`src/rtl/assert_macros.svh`:
```
// Assertion helpers shared by the RTL. Every check is sampled on the rising
// edge of clk and is switched off while the synchronous reset is asserted.
`ifndef ASSERT_MACROS_SVH
`define ASSERT_MACROS_SVH

// The property must hold at every clock edge outside reset.
`define ASSERT_CLK(label, prop, msg) \
  label: assert property (@(posedge clk) disable iff (!rst_n) (prop)) else $error(msg);

// The condition must never be true at a clock edge outside reset.
`define ASSERT_NEVER(label, cond, msg) \
  label: assert property (@(posedge clk) disable iff (!rst_n) !(cond)) else $error(msg);

`endif

```
`src/rtl/dalrf_pkg.sv`:
```
package dalrf_pkg;

  localparam int TABLE_ENTRIES = 16;
  localparam int IDX_W         = (TABLE_ENTRIES > 1) ? $clog2(TABLE_ENTRIES) : 1;
  localparam int ADDR_W        = 32;
  localparam int TIME_W        = 48;
  localparam int ENTRY_W       = ADDR_W + TIME_W;
  localparam int INTERVAL_W    = 32;
  localparam int LEN_W         = 8;
  localparam int CFG_IDX_W     = 8;
  localparam int CFG_DATA_W    = 32;

  localparam logic [IDX_W-1:0] LAST_IDX = IDX_W'(TABLE_ENTRIES - 1);

  localparam logic [INTERVAL_W-1:0] MIN_INTERVAL_RST = INTERVAL_W'(60000);
  localparam logic [LEN_W-1:0]      MAX_LENGTH_RST   = LEN_W'(182);

  typedef logic [IDX_W-1:0] idx_t;

  typedef enum logic [1:0] {
    MODE_ADD    = 2'd0,
    MODE_REMOVE = 2'd1,
    MODE_CLEAR  = 2'd2,
    MODE_PACKET = 2'd3
  } mode_t;

  typedef enum logic [3:0] {
    ST_ADDED     = 4'd0,
    ST_FULL      = 4'd1,
    ST_REMOVED   = 4'd2,
    ST_NOT_FOUND = 4'd3,
    ST_CLEARED   = 4'd4,
    ST_FORWARDED = 4'd5,
    ST_UNLISTED  = 4'd6,
    ST_TOO_SOON  = 4'd7,
    ST_TOO_LARGE = 4'd8
  } status_t;

  typedef enum logic [CFG_IDX_W-1:0] {
    CFG_MIN_INTERVAL = 8'd0,
    CFG_MAX_LENGTH   = 8'd1
  } cfg_reg_t;

endpackage

```
`src/rtl/dalrf_ram.sv`:
```
module dalrf_ram #(
  parameter int WIDTH = 8,
  parameter int DEPTH = 16
) (
  input  logic                                       clk,
  input  logic                                       we,
  input  logic [((DEPTH > 1) ? $clog2(DEPTH) : 1)-1:0] waddr,
  input  logic [WIDTH-1:0]                           wdata,
  input  logic [((DEPTH > 1) ? $clog2(DEPTH) : 1)-1:0] raddr,
  output logic [WIDTH-1:0]                           rdata
);

  logic [WIDTH-1:0] mem_r [DEPTH];
  logic [WIDTH-1:0] rdata_r;

  always_ff @(posedge clk) begin
    if (we) begin
      mem_r[waddr] <= wdata;
    end
    rdata_r <= mem_r[raddr];
  end

  assign rdata = rdata_r;

endmodule

```
`src/rtl/device_allowlist_rate_filter.sv`:
```
// Channel    Direction  Transfer condition         Payload
// command    in         start && !busy             in_mode, in_dev_addr, in_now_time,
//                                                  in_payload_length
// result     out        out_strobe (one cycle)     out_status, out_forward, out_listed,
//                                                  out_last_seen
// config     in         cfg_valid && cfg_ready     cfg_index, cfg_wdata
//
// A clear command needs no scan; its result is shown in the cycle after the
// transfer. Add, remove and packet commands scan the table one entry per cycle
// through the single read port of the table RAM: they first prime the RAM read
// and then examine the entries in order, and a packet that finds its device
// then passes through a time check.
// busy stays high for the whole scan. The result receiver cannot stall; each
// result is a one-cycle strobe. rst_n is synchronous and active low; after it
// the table is empty and both configuration registers hold their defaults.
`include "assert_macros.svh"

module device_allowlist_rate_filter
  import dalrf_pkg::*;
(
  input  logic                  clk,
  input  logic                  rst_n,

  input  logic                  start,
  output logic                  busy,
  input  logic [1:0]            in_mode,
  input  logic [ADDR_W-1:0]     in_dev_addr,
  input  logic [TIME_W-1:0]     in_now_time,
  input  logic [LEN_W-1:0]      in_payload_length,

  output logic                  out_strobe,
  output logic [3:0]            out_status,
  output logic                  out_forward,
  output logic                  out_listed,
  output logic [TIME_W-1:0]     out_last_seen,

  input  logic                  cfg_valid,
  output logic                  cfg_ready,
  input  logic [CFG_IDX_W-1:0]  cfg_index,
  input  logic [CFG_DATA_W-1:0] cfg_wdata
);

  typedef enum logic [1:0] {
    S_IDLE,
    S_PRIME,
    S_SCAN,
    S_JUDGE
  } state_t;

  // Control state.
  state_t                  state_r, state_nxt;
  logic [TABLE_ENTRIES-1:0] valid_r, valid_nxt;
  logic                    out_strobe_r, out_strobe_nxt;
  logic [INTERVAL_W-1:0]   min_interval_r, min_interval_nxt;
  logic [LEN_W-1:0]        max_length_r, max_length_nxt;
  idx_t                    chk_idx_r, chk_idx_nxt;
  idx_t                    rd_idx_r, rd_idx_nxt;
  idx_t                    hit_idx_r, hit_idx_nxt;
  logic                    any_hit_r, any_hit_nxt;

  // Command and result payload.
  mode_t                   mode_r, mode_nxt;
  logic [ADDR_W-1:0]       addr_r, addr_nxt;
  logic [TIME_W-1:0]       now_r, now_nxt;
  logic [LEN_W-1:0]        len_r, len_nxt;
  logic [TIME_W-1:0]       last_r, last_nxt;
  status_t                 status_r, status_nxt;
  logic                    forward_r, forward_nxt;
  logic                    listed_r, listed_nxt;
  logic [TIME_W-1:0]       seen_r, seen_nxt;

  // Table RAM ports.
  logic                    ram_we;
  idx_t                    ram_waddr;
  logic [ENTRY_W-1:0]      ram_wdata;
  logic [ENTRY_W-1:0]      ram_rdata;

  // Entry under examination and the shared address comparator.
  logic                    e_valid;
  logic [ADDR_W-1:0]       e_addr;
  logic [TIME_W-1:0]       e_time;
  logic                    addr_eq;
  logic                    addr_zero;
  logic                    hit;
  logic                    at_last;

  // Time check.
  logic [TIME_W:0]         elapsed;
  logic                    too_soon;

  logic                    accept;

  // Each entry holds the device address above its last forward time. An entry
  // whose valid bit is clear reads as empty, so reset and clear never have to
  // sweep the RAM.
  dalrf_ram #(
    .WIDTH (ENTRY_W),
    .DEPTH (TABLE_ENTRIES)
  ) u_table (
    .clk   (clk),
    .we    (ram_we),
    .waddr (ram_waddr),
    .wdata (ram_wdata),
    .raddr (rd_idx_r),
    .rdata (ram_rdata)
  );

  assign accept    = start && !busy;
  assign busy      = (state_r != S_IDLE);
  assign cfg_ready = 1'b1;

  assign e_valid   = valid_r[chk_idx_r];
  assign e_addr    = ram_rdata[ENTRY_W-1:TIME_W];
  assign e_time    = ram_rdata[TIME_W-1:0];
  assign addr_eq   = (e_addr == addr_r);
  assign addr_zero = (addr_r == '0);
  // Address zero is never a listed device.
  assign hit       = e_valid && addr_eq && !addr_zero;
  assign at_last   = (chk_idx_r == LAST_IDX);

  // A stored time ahead of the current one shows up as a borrow and counts
  // as too soon.
  assign elapsed   = {1'b0, now_r} - {1'b0, last_r};
  assign too_soon  = elapsed[TIME_W] ||
                     (elapsed[TIME_W-1:0] < {{(TIME_W-INTERVAL_W){1'b0}}, min_interval_r});

  always_comb begin
    state_nxt        = state_r;
    valid_nxt        = valid_r;
    out_strobe_nxt   = 1'b0;
    min_interval_nxt = min_interval_r;
    max_length_nxt   = max_length_r;
    chk_idx_nxt      = chk_idx_r;
    rd_idx_nxt       = rd_idx_r;
    hit_idx_nxt      = hit_idx_r;
    any_hit_nxt      = any_hit_r;
    mode_nxt         = mode_r;
    addr_nxt         = addr_r;
    now_nxt          = now_r;
    len_nxt          = len_r;
    last_nxt         = last_r;
    status_nxt       = status_r;
    forward_nxt      = forward_r;
    listed_nxt       = listed_r;
    seen_nxt         = seen_r;
    ram_we           = 1'b0;
    ram_waddr        = chk_idx_r;
    ram_wdata        = {addr_r, {TIME_W{1'b0}}};

    if (cfg_valid && cfg_ready) begin
      case (cfg_index)
        CFG_MIN_INTERVAL: min_interval_nxt = cfg_wdata[INTERVAL_W-1:0];
        CFG_MAX_LENGTH:   max_length_nxt   = cfg_wdata[LEN_W-1:0];
        default:          ;
      endcase
    end

    case (state_r)
      S_IDLE: begin
        if (accept) begin
          mode_nxt    = mode_t'(in_mode);
          addr_nxt    = in_dev_addr;
          now_nxt     = in_now_time;
          len_nxt     = in_payload_length;
          rd_idx_nxt  = '0;
          any_hit_nxt = 1'b0;
          if (mode_t'(in_mode) == MODE_CLEAR) begin
            valid_nxt      = '0;
            out_strobe_nxt = 1'b1;
            status_nxt     = ST_CLEARED;
            forward_nxt    = 1'b0;
            listed_nxt     = 1'b0;
            seen_nxt       = '0;
          end else begin
            state_nxt = S_PRIME;
          end
        end
      end

      S_PRIME: begin
        chk_idx_nxt = rd_idx_r;
        rd_idx_nxt  = rd_idx_r + 1'b1;
        state_nxt   = S_SCAN;
      end

      S_SCAN: begin
        chk_idx_nxt = rd_idx_r;
        rd_idx_nxt  = rd_idx_r + 1'b1;
        forward_nxt = 1'b0;
        listed_nxt  = 1'b0;
        seen_nxt    = '0;
        case (mode_r)
          MODE_ADD: begin
            if (!e_valid || hit) begin
              if (!addr_zero) begin
                ram_we               = 1'b1;
                valid_nxt[chk_idx_r] = 1'b1;
              end
              out_strobe_nxt = 1'b1;
              status_nxt     = ST_ADDED;
              state_nxt      = S_IDLE;
            end else if (at_last) begin
              out_strobe_nxt = 1'b1;
              status_nxt     = ST_FULL;
              state_nxt      = S_IDLE;
            end
          end
          MODE_REMOVE: begin
            if (hit) begin
              valid_nxt[chk_idx_r] = 1'b0;
              any_hit_nxt          = 1'b1;
            end
            if (at_last) begin
              out_strobe_nxt = 1'b1;
              status_nxt     = (any_hit_r || hit) ? ST_REMOVED : ST_NOT_FOUND;
              state_nxt      = S_IDLE;
            end
          end
          MODE_PACKET: begin
            if (hit) begin
              last_nxt    = e_time;
              hit_idx_nxt = chk_idx_r;
              state_nxt   = S_JUDGE;
            end else if (at_last) begin
              out_strobe_nxt = 1'b1;
              status_nxt     = ST_UNLISTED;
              state_nxt      = S_IDLE;
            end
          end
          default: begin
            state_nxt = S_IDLE;
          end
        endcase
      end

      S_JUDGE: begin
        out_strobe_nxt = 1'b1;
        listed_nxt     = 1'b1;
        seen_nxt       = last_r;
        forward_nxt    = 1'b0;
        state_nxt      = S_IDLE;
        ram_waddr      = hit_idx_r;
        ram_wdata      = {addr_r, now_r};
        if (too_soon) begin
          status_nxt = ST_TOO_SOON;
        end else if (len_r > max_length_r) begin
          status_nxt = ST_TOO_LARGE;
        end else begin
          ram_we      = 1'b1;
          forward_nxt = 1'b1;
          status_nxt  = ST_FORWARDED;
        end
      end

      default: begin
        state_nxt = S_IDLE;
      end
    endcase
  end

  always_ff @(posedge clk) begin
    mode_r    <= mode_nxt;
    addr_r    <= addr_nxt;
    now_r     <= now_nxt;
    len_r     <= len_nxt;
    last_r    <= last_nxt;
    status_r  <= status_nxt;
    forward_r <= forward_nxt;
    listed_r  <= listed_nxt;
    seen_r    <= seen_nxt;
    chk_idx_r <= chk_idx_nxt;
    rd_idx_r  <= rd_idx_nxt;
    hit_idx_r <= hit_idx_nxt;
    any_hit_r <= any_hit_nxt;
    if (!rst_n) begin
      state_r        <= S_IDLE;
      valid_r        <= '0;
      out_strobe_r   <= 1'b0;
      min_interval_r <= MIN_INTERVAL_RST;
      max_length_r   <= MAX_LENGTH_RST;
    end else begin
      state_r        <= state_nxt;
      valid_r        <= valid_nxt;
      out_strobe_r   <= out_strobe_nxt;
      min_interval_r <= min_interval_nxt;
      max_length_r   <= max_length_nxt;
    end
  end

  assign out_strobe    = out_strobe_r;
  assign out_status    = status_r;
  assign out_forward   = forward_r;
  assign out_listed    = listed_r;
  assign out_last_seen = seen_r;

  // A forwarded packet always comes from a listed device.
  `ASSERT_CLK(a_fwd_listed,
    out_strobe && out_forward |-> out_listed && (out_status == ST_FORWARDED),
    "forward reported without a listed device")

  // Every command other than clear starts a table scan.
  `ASSERT_CLK(a_scan_starts,
    accept && (in_mode != MODE_CLEAR) |=> busy,
    "accepted command did not start a scan")

  // A result follows either the end of a scan or a clear transfer.
  `ASSERT_CLK(a_result_source,
    out_strobe |-> $past(busy) || $past(accept),
    "result strobe without a finished command")

  // The table RAM is written only while a command is being worked on.
  `ASSERT_NEVER(a_write_idle,
    ram_we && ((state_r == S_IDLE) || (state_r == S_PRIME)),
    "table written outside a scan or time check")

  // An address of zero never becomes a valid entry.
  `ASSERT_NEVER(a_zero_addr_write,
    ram_we && addr_zero,
    "empty address written into the table")

endmodule

```
`config.mk`:
```
export PLATFORM = sky130hd
export DESIGN_NAME = device_allowlist_rate_filter
export DESIGN_NICKNAME = d
export VERILOG_FILES = /design/src/rtl/dalrf_pkg.sv /design/src/rtl/dalrf_ram.sv /design/src/rtl/device_allowlist_rate_filter.sv
export VERILOG_INCLUDE_DIRS = /design/src /design/src/rtl
export SDC_FILE = /design/constraint.sdc
export NUM_CORES = 2
export LEC_CHECK = 0
export BUFFER_PORTS_ARGS = -buffer_cell sky130_fd_sc_hd__buf_2
export CORE_UTILIZATION = 44
export CTS_BUF_LIST = sky130_fd_sc_hd__clkbuf_8
export DETAILED_ROUTE_END_ITERATION = 6
export PLACE_DENSITY_LB_ADDON = 0.3
export SKIP_LAST_GASP = 1
export SYNTH_ARGS = -nofsm -noshare
export SYNTH_HDL_FRONTEND = slang
export SYNTH_HIERARCHICAL = 1
export SYNTH_SLANG_ARGS = --single-unit
```
`constraint.sdc`:
```
create_clock -name clk -period 11.7 [get_ports clk]
set_clock_uncertainty 0.2 [all_clocks]
set_input_delay 1.17 -clock clk [delete_from_list [all_inputs] [get_ports clk]]
set_output_delay 1.17 -clock clk [all_outputs]
set_load 0.005 [all_outputs]
```
==> summary.txt <==
STATUS
------------------------------------------------------------------------------------------
Result of the run                                                             finished, violations left
Failing checks                                                                         DRC

YOSYS
------------------------------------------------------------------------------------------
Seq cells post-synth                                                                  1624
Predominant post-synthesis flop cell                                              edfxtp_1
Net count of the mapped netlist                                                       3662
Netlist Area Pre-Place                                                           63700 um2
Number of flops mapped to enable cells by yosys                                       1485
Mapped Cells                                                                          3435
Share of flip-flops with an asynchronous set or reset after synthesis                   0%
Share of the yosys chip area belonging to registers                                  74.4%
Number of warning messages in the yosys log                                              6
Cell variety after synth                                                                77
Synthesized area divided by synthesized cell count                                18.5 um2

ROUTING
------------------------------------------------------------------------------------------
Number of search-and-repair iterations in the first detailed-routing pass                7
Drt drc                                                                                 50
Routed wire length per instance                                                    26.4 um
Violation count after the first detailed-route iteration                              2890
Total via count after detailed routing                                               33.6k
Total wire length                                                                   156 mm
Via density per instance                                                              5.68
Remaining number of nets flagged by the antenna check after routing                      0

PLACED DESIGN
------------------------------------------------------------------------------------------
Placed Cells incl. Taps                                                               5428
Number of port buffers                                                                 189
Final RePlAce weighted congestion                                                    0.923
HPWL reported at the end of detailed placement                                     95.7 mm

CLOCK TREE
------------------------------------------------------------------------------------------
Buffer levels on the longest clock path                                                  4
Clock Root Buffer                                                                 clkbuf_8
Number of H-tree branching levels                                                        5
Post-cts hold buffer count                                                               0
Skew-Pair Late Insertion Delay                                                      990 ps
Number of CTS-inserted buffers                                                         285
# clock sinks                                                                         1624
TritonCTS clock tree                                                                   yes
Clock edge transition at the registers on the reported setup and hold paths          60 ps
Cts repair resizes                                                                       0
Setup Fix Bufs, Post-CTS                                                                 0

STA
------------------------------------------------------------------------------------------
Number of max-slew violations in the final report                                        0
Fraction of the cycle the final worst path needs                                     68.6%
Fmax                                                                             0.125 GHz
Rel. slew slack                                                                      21.7%
Final Hold Viols                                                                         0
Setup repair after global routing missed its margin                                     no
Worst-margin pin slew                                                              1170 ps
Total negative slack                                                                  0 ps
Minimum clock period after layout                                                  8020 ps
Number of failing setup endpoints in the final timing report                             0

CRITICAL PATH
------------------------------------------------------------------------------------------
Ordered cell list for the critical path                                       ha_1 > nand4_1 > nor3_1 > nand4_1 > a21oi_1 > or2_1 > a21oi_1 > xnor2_1 > ha_1 > nand4_1 > nor4_1 > o311ai_0 > o2111ai_1 > nor4_1 > and4_1 > a31oi_1 > a31o_1 > nand3b_1 > nor2_4 > buf_4 > buf_4
Worst reg2reg path endpoint                                                   u_table/mem_r[11][70]
Cell at the slowest stage of the critical path                                      nor2_4
CP Depth                                                                                21
FF-to-FF path depth                                                                     21
Max stage delay on crit path                                                        740 ps
Worst setup path endpoint                                                     u_table/mem_r[11][70]
RR Startpoint                                                                    now_r[17]
Startpoint-to-endpoint class of the critical path                               reg -> reg
Worst-case register-to-register setup slack                                        3680 ps
Critical path buffers and inverters                                                      2
Startpoint kind of the worst setup timing path                                        flop
Data required time of the critical path                                           12020 ps
Most used cell, CP                                                                 nand4_1
Max FO, Critical Path                                                                   36
Crit. Startpoint                                                                 now_r[17]
Top Family by Delay on Critical Path                                          simple AND/OR/NAND/NOR gates
Endpoint kind of the worst setup timing path                                          flop
Worst EP arrival                                                                   8340 ps

POWER AND IR DROP
------------------------------------------------------------------------------------------
Leakage                                                                            23.2 nW
Ratio of total power to cell area                                               204 nW/um2
Max rail drop VDD                                                                 0.132 mV

CELLS AND AREA
------------------------------------------------------------------------------------------
Footprint of the multi-input gates                                               15300 um2
Flip-flop and latch area                                                         47400 um2
Filler cell count                                                                    11.9k
Layout cells sized above 1                                                           24.1%
Relative area change from synthesis to final layout                                  13.2%
Final net count                                                                       4039
Filler-free cell count of the finished design                                         5920

GLOBAL ROUTING
------------------------------------------------------------------------------------------
GRT Overall Usage                                                                    21.4%
Pin count of the biggest net entering global routing                                   100
Number of global-route vias before repair                                            34.5k
GRT overflow                                                                             0
Wire length of the first global-routing pass                                        230 mm
Initial antenna violation count                                                          9

DIE
------------------------------------------------------------------------------------------
# rows                                                                                 139
Initial standard-cell utilization of the core                                        44.3%
Number of ports placed on the die boundary                                             191
Die H                                                                               382 um
Overall die area                                                                146000 um2
Die extent in x                                                                     382 um
Area of the core region                                                         144000 um2

MIN PATH
------------------------------------------------------------------------------------------
Classification of the worst-slack hold path                                      in -> reg
Source of the worst hold timing path                                          in_dev_addr[1]

RUN
------------------------------------------------------------------------------------------
Number of max-cap violations                                                             0

## kinds of logic (layout without fill, tap and decap cells)
family	Yosys count	in the layout	share of synthesized area, %
fa+ha+maj	93	93	1.84
xor+xnor	65	65	0.894
flops	1624	1624	74.4
buf+inv	269	848	1.86
simple gates	567	567	4.23
other cells	1	4	0.00589
mux	342	342	11.8
compound gates	474	474	5.01
## flip-flops by register name, summed over array words and instances (netlist names)
register,flops
addr_r,32
any_hit_r,1
chk_idx_r,4
hit_idx_r,4
last_r,48
len_r,8
max_length_r,8
min_interval_r,32
mode_r,2
now_r,48
out_forward,1
out_last_seen,48
out_listed,1
out_status,4
out_strobe,1
rd_idx_r,4
state_r,2
u_table/mem_r,1280
u_table/rdata,80
valid_r,16
## worst reg2reg max path, cell delays in order, from the launching register on
cell and delay, ps:
edfxtp_1 410, ha_1 450, nand4_1 220, nor3_1 510, nand4_1 150, a21oi_1 420
or2_1 290, a21oi_1 120, xnor2_1 190, ha_1 340, nand4_1 150, nor4_1 380
o311ai_0 240, o2111ai_1 190, nor4_1 90, and4_1 230, a31oi_1 300, a31o_1 420
nand3b_1 360, nor2_4 740, buf_4 560, buf_4 610
## through the flow
stage	area (um2)	utilization, %	power, mW	hold WS (ps)	setup slack (ps)
after floorplan	63700	-	9.05	186	958
after global placement	66900	46.6	10.0	187	3920
after detailed placement	66900	46.6	10.1	189	3740
after CTS	72100	50.2	14.9	66.0	3640
after global routing	72100	50.2	15.3	83.0	3060
final	72100	50.2	14.7	154	3680
## cell usage in the layout, fill, tap and decap left out, types with 11 or more instances in the layout
| cell type | count |
|---|---|
| mux4_2 | 325 |
| clkinv_1 | 37 |
| nor2_1 | 110 |
| a22oi_1 | 164 |
| clkbuf_8 | 318 |
| dfxtp_1 | 139 |
| nand4_1 | 26 |
| or3_1 | 24 |
| o21ai_1 | 20 |
| buf_4 | 59 |
| nor2_4 | 14 |
| mux2i_1 | 12 |
| xor2_1 | 44 |
| buf_2 | 189 |
| a21o_1 | 20 |
| nor3_1 | 19 |
| inv_1 | 206 |
| a211oi_1 | 11 |
| xnor2_1 | 21 |
| and2_1 | 54 |
| ha_1 | 91 |
| nor4_1 | 21 |
| clkinv_2 | 22 |
| o211ai_1 | 11 |
| o21ai_0 | 35 |
| a21oi_1 | 122 |
| nand3_1 | 19 |
| nand2b_1 | 12 |
| o311ai_1 | 15 |
| edfxtp_1 | 1485 |
| nand2_1 | 215 |
## report_power, final
group | switching (mW) | internal (mW)
clock network | 2.23 | 2.56
registers | 0.217 | 6.76
logic | 1.75 | 1.19
## final cells by class
| class | instances | share of cell area [%] |
|---|---|---|
| Inverter | 108 | 0.566 |
| Antenna cell | 3 | 0.0104 |
| Sequential cell | 1624 | 65.7 |
| Multi-Input combinational cell | 1542 | 21.2 |
| Clock inverter | 171 | 1.11 |
| Clock buffer | 318 | 6.07 |
| Tap cell | 1903 | 3.30 |
| Timing Repair Buffer | 251 | 2.01 |
## layer usage
metal / wire length, um / global-route usage [%] / share of wire (%)
met3: 9350 / 3.70 / 6.0
met2: 75500 / 34.4 / 48
met5: 32 / 0 / 0.020
met4: 4050 / 6.78 / 2.6
met1: 67200 / 29.8 / 43
## worst min path at each step
stage / end / slack, ps / cells past startpoint
after floorplan: last_r[0] / 190 / 0
after global placement: last_r[43] / 190 / 0
after detailed placement: last_r[35] / 190 / 0
after CTS: addr_r[1] / 70 / 1
after global routing: addr_r[1] / 80 / 1
final: addr_r[1] / 150 / 1
## synth_stat cells, drive strengths merged (5+ instances only)
master   count  area (um2)
nor4        21         131
a21o        20         150
ha          92        1150
o21ai       55         275
and2        55         344
a31oi        9        56.3
dfxtp      139        2780
buf         77         463
clkbuf      84         315
xor2        44         385
o2111ai      6        52.6
o211ai      11        82.6
a21oi      123         616
nand2      215         807
mux2         5        56.3
xnor2       21         184
inv        107         402
mux4       325        7320
and3         7        43.8
or3         25         161
o311ai      17         149
o21a        10        75.1
nor2b       13        88.8
or2          8        50.0
nor3        24         125
o21bai       9        67.6
nand4       26         163
edfxtp    1485       44600
a211oi      11        82.6
mux2i       12         120
nand3       19        95.1
nand3b       6        45.0
a22oi      164        1230
nand2b      12        75.1
nor2       125         469
No activity file was read; power rests on OpenSTA's default activity.
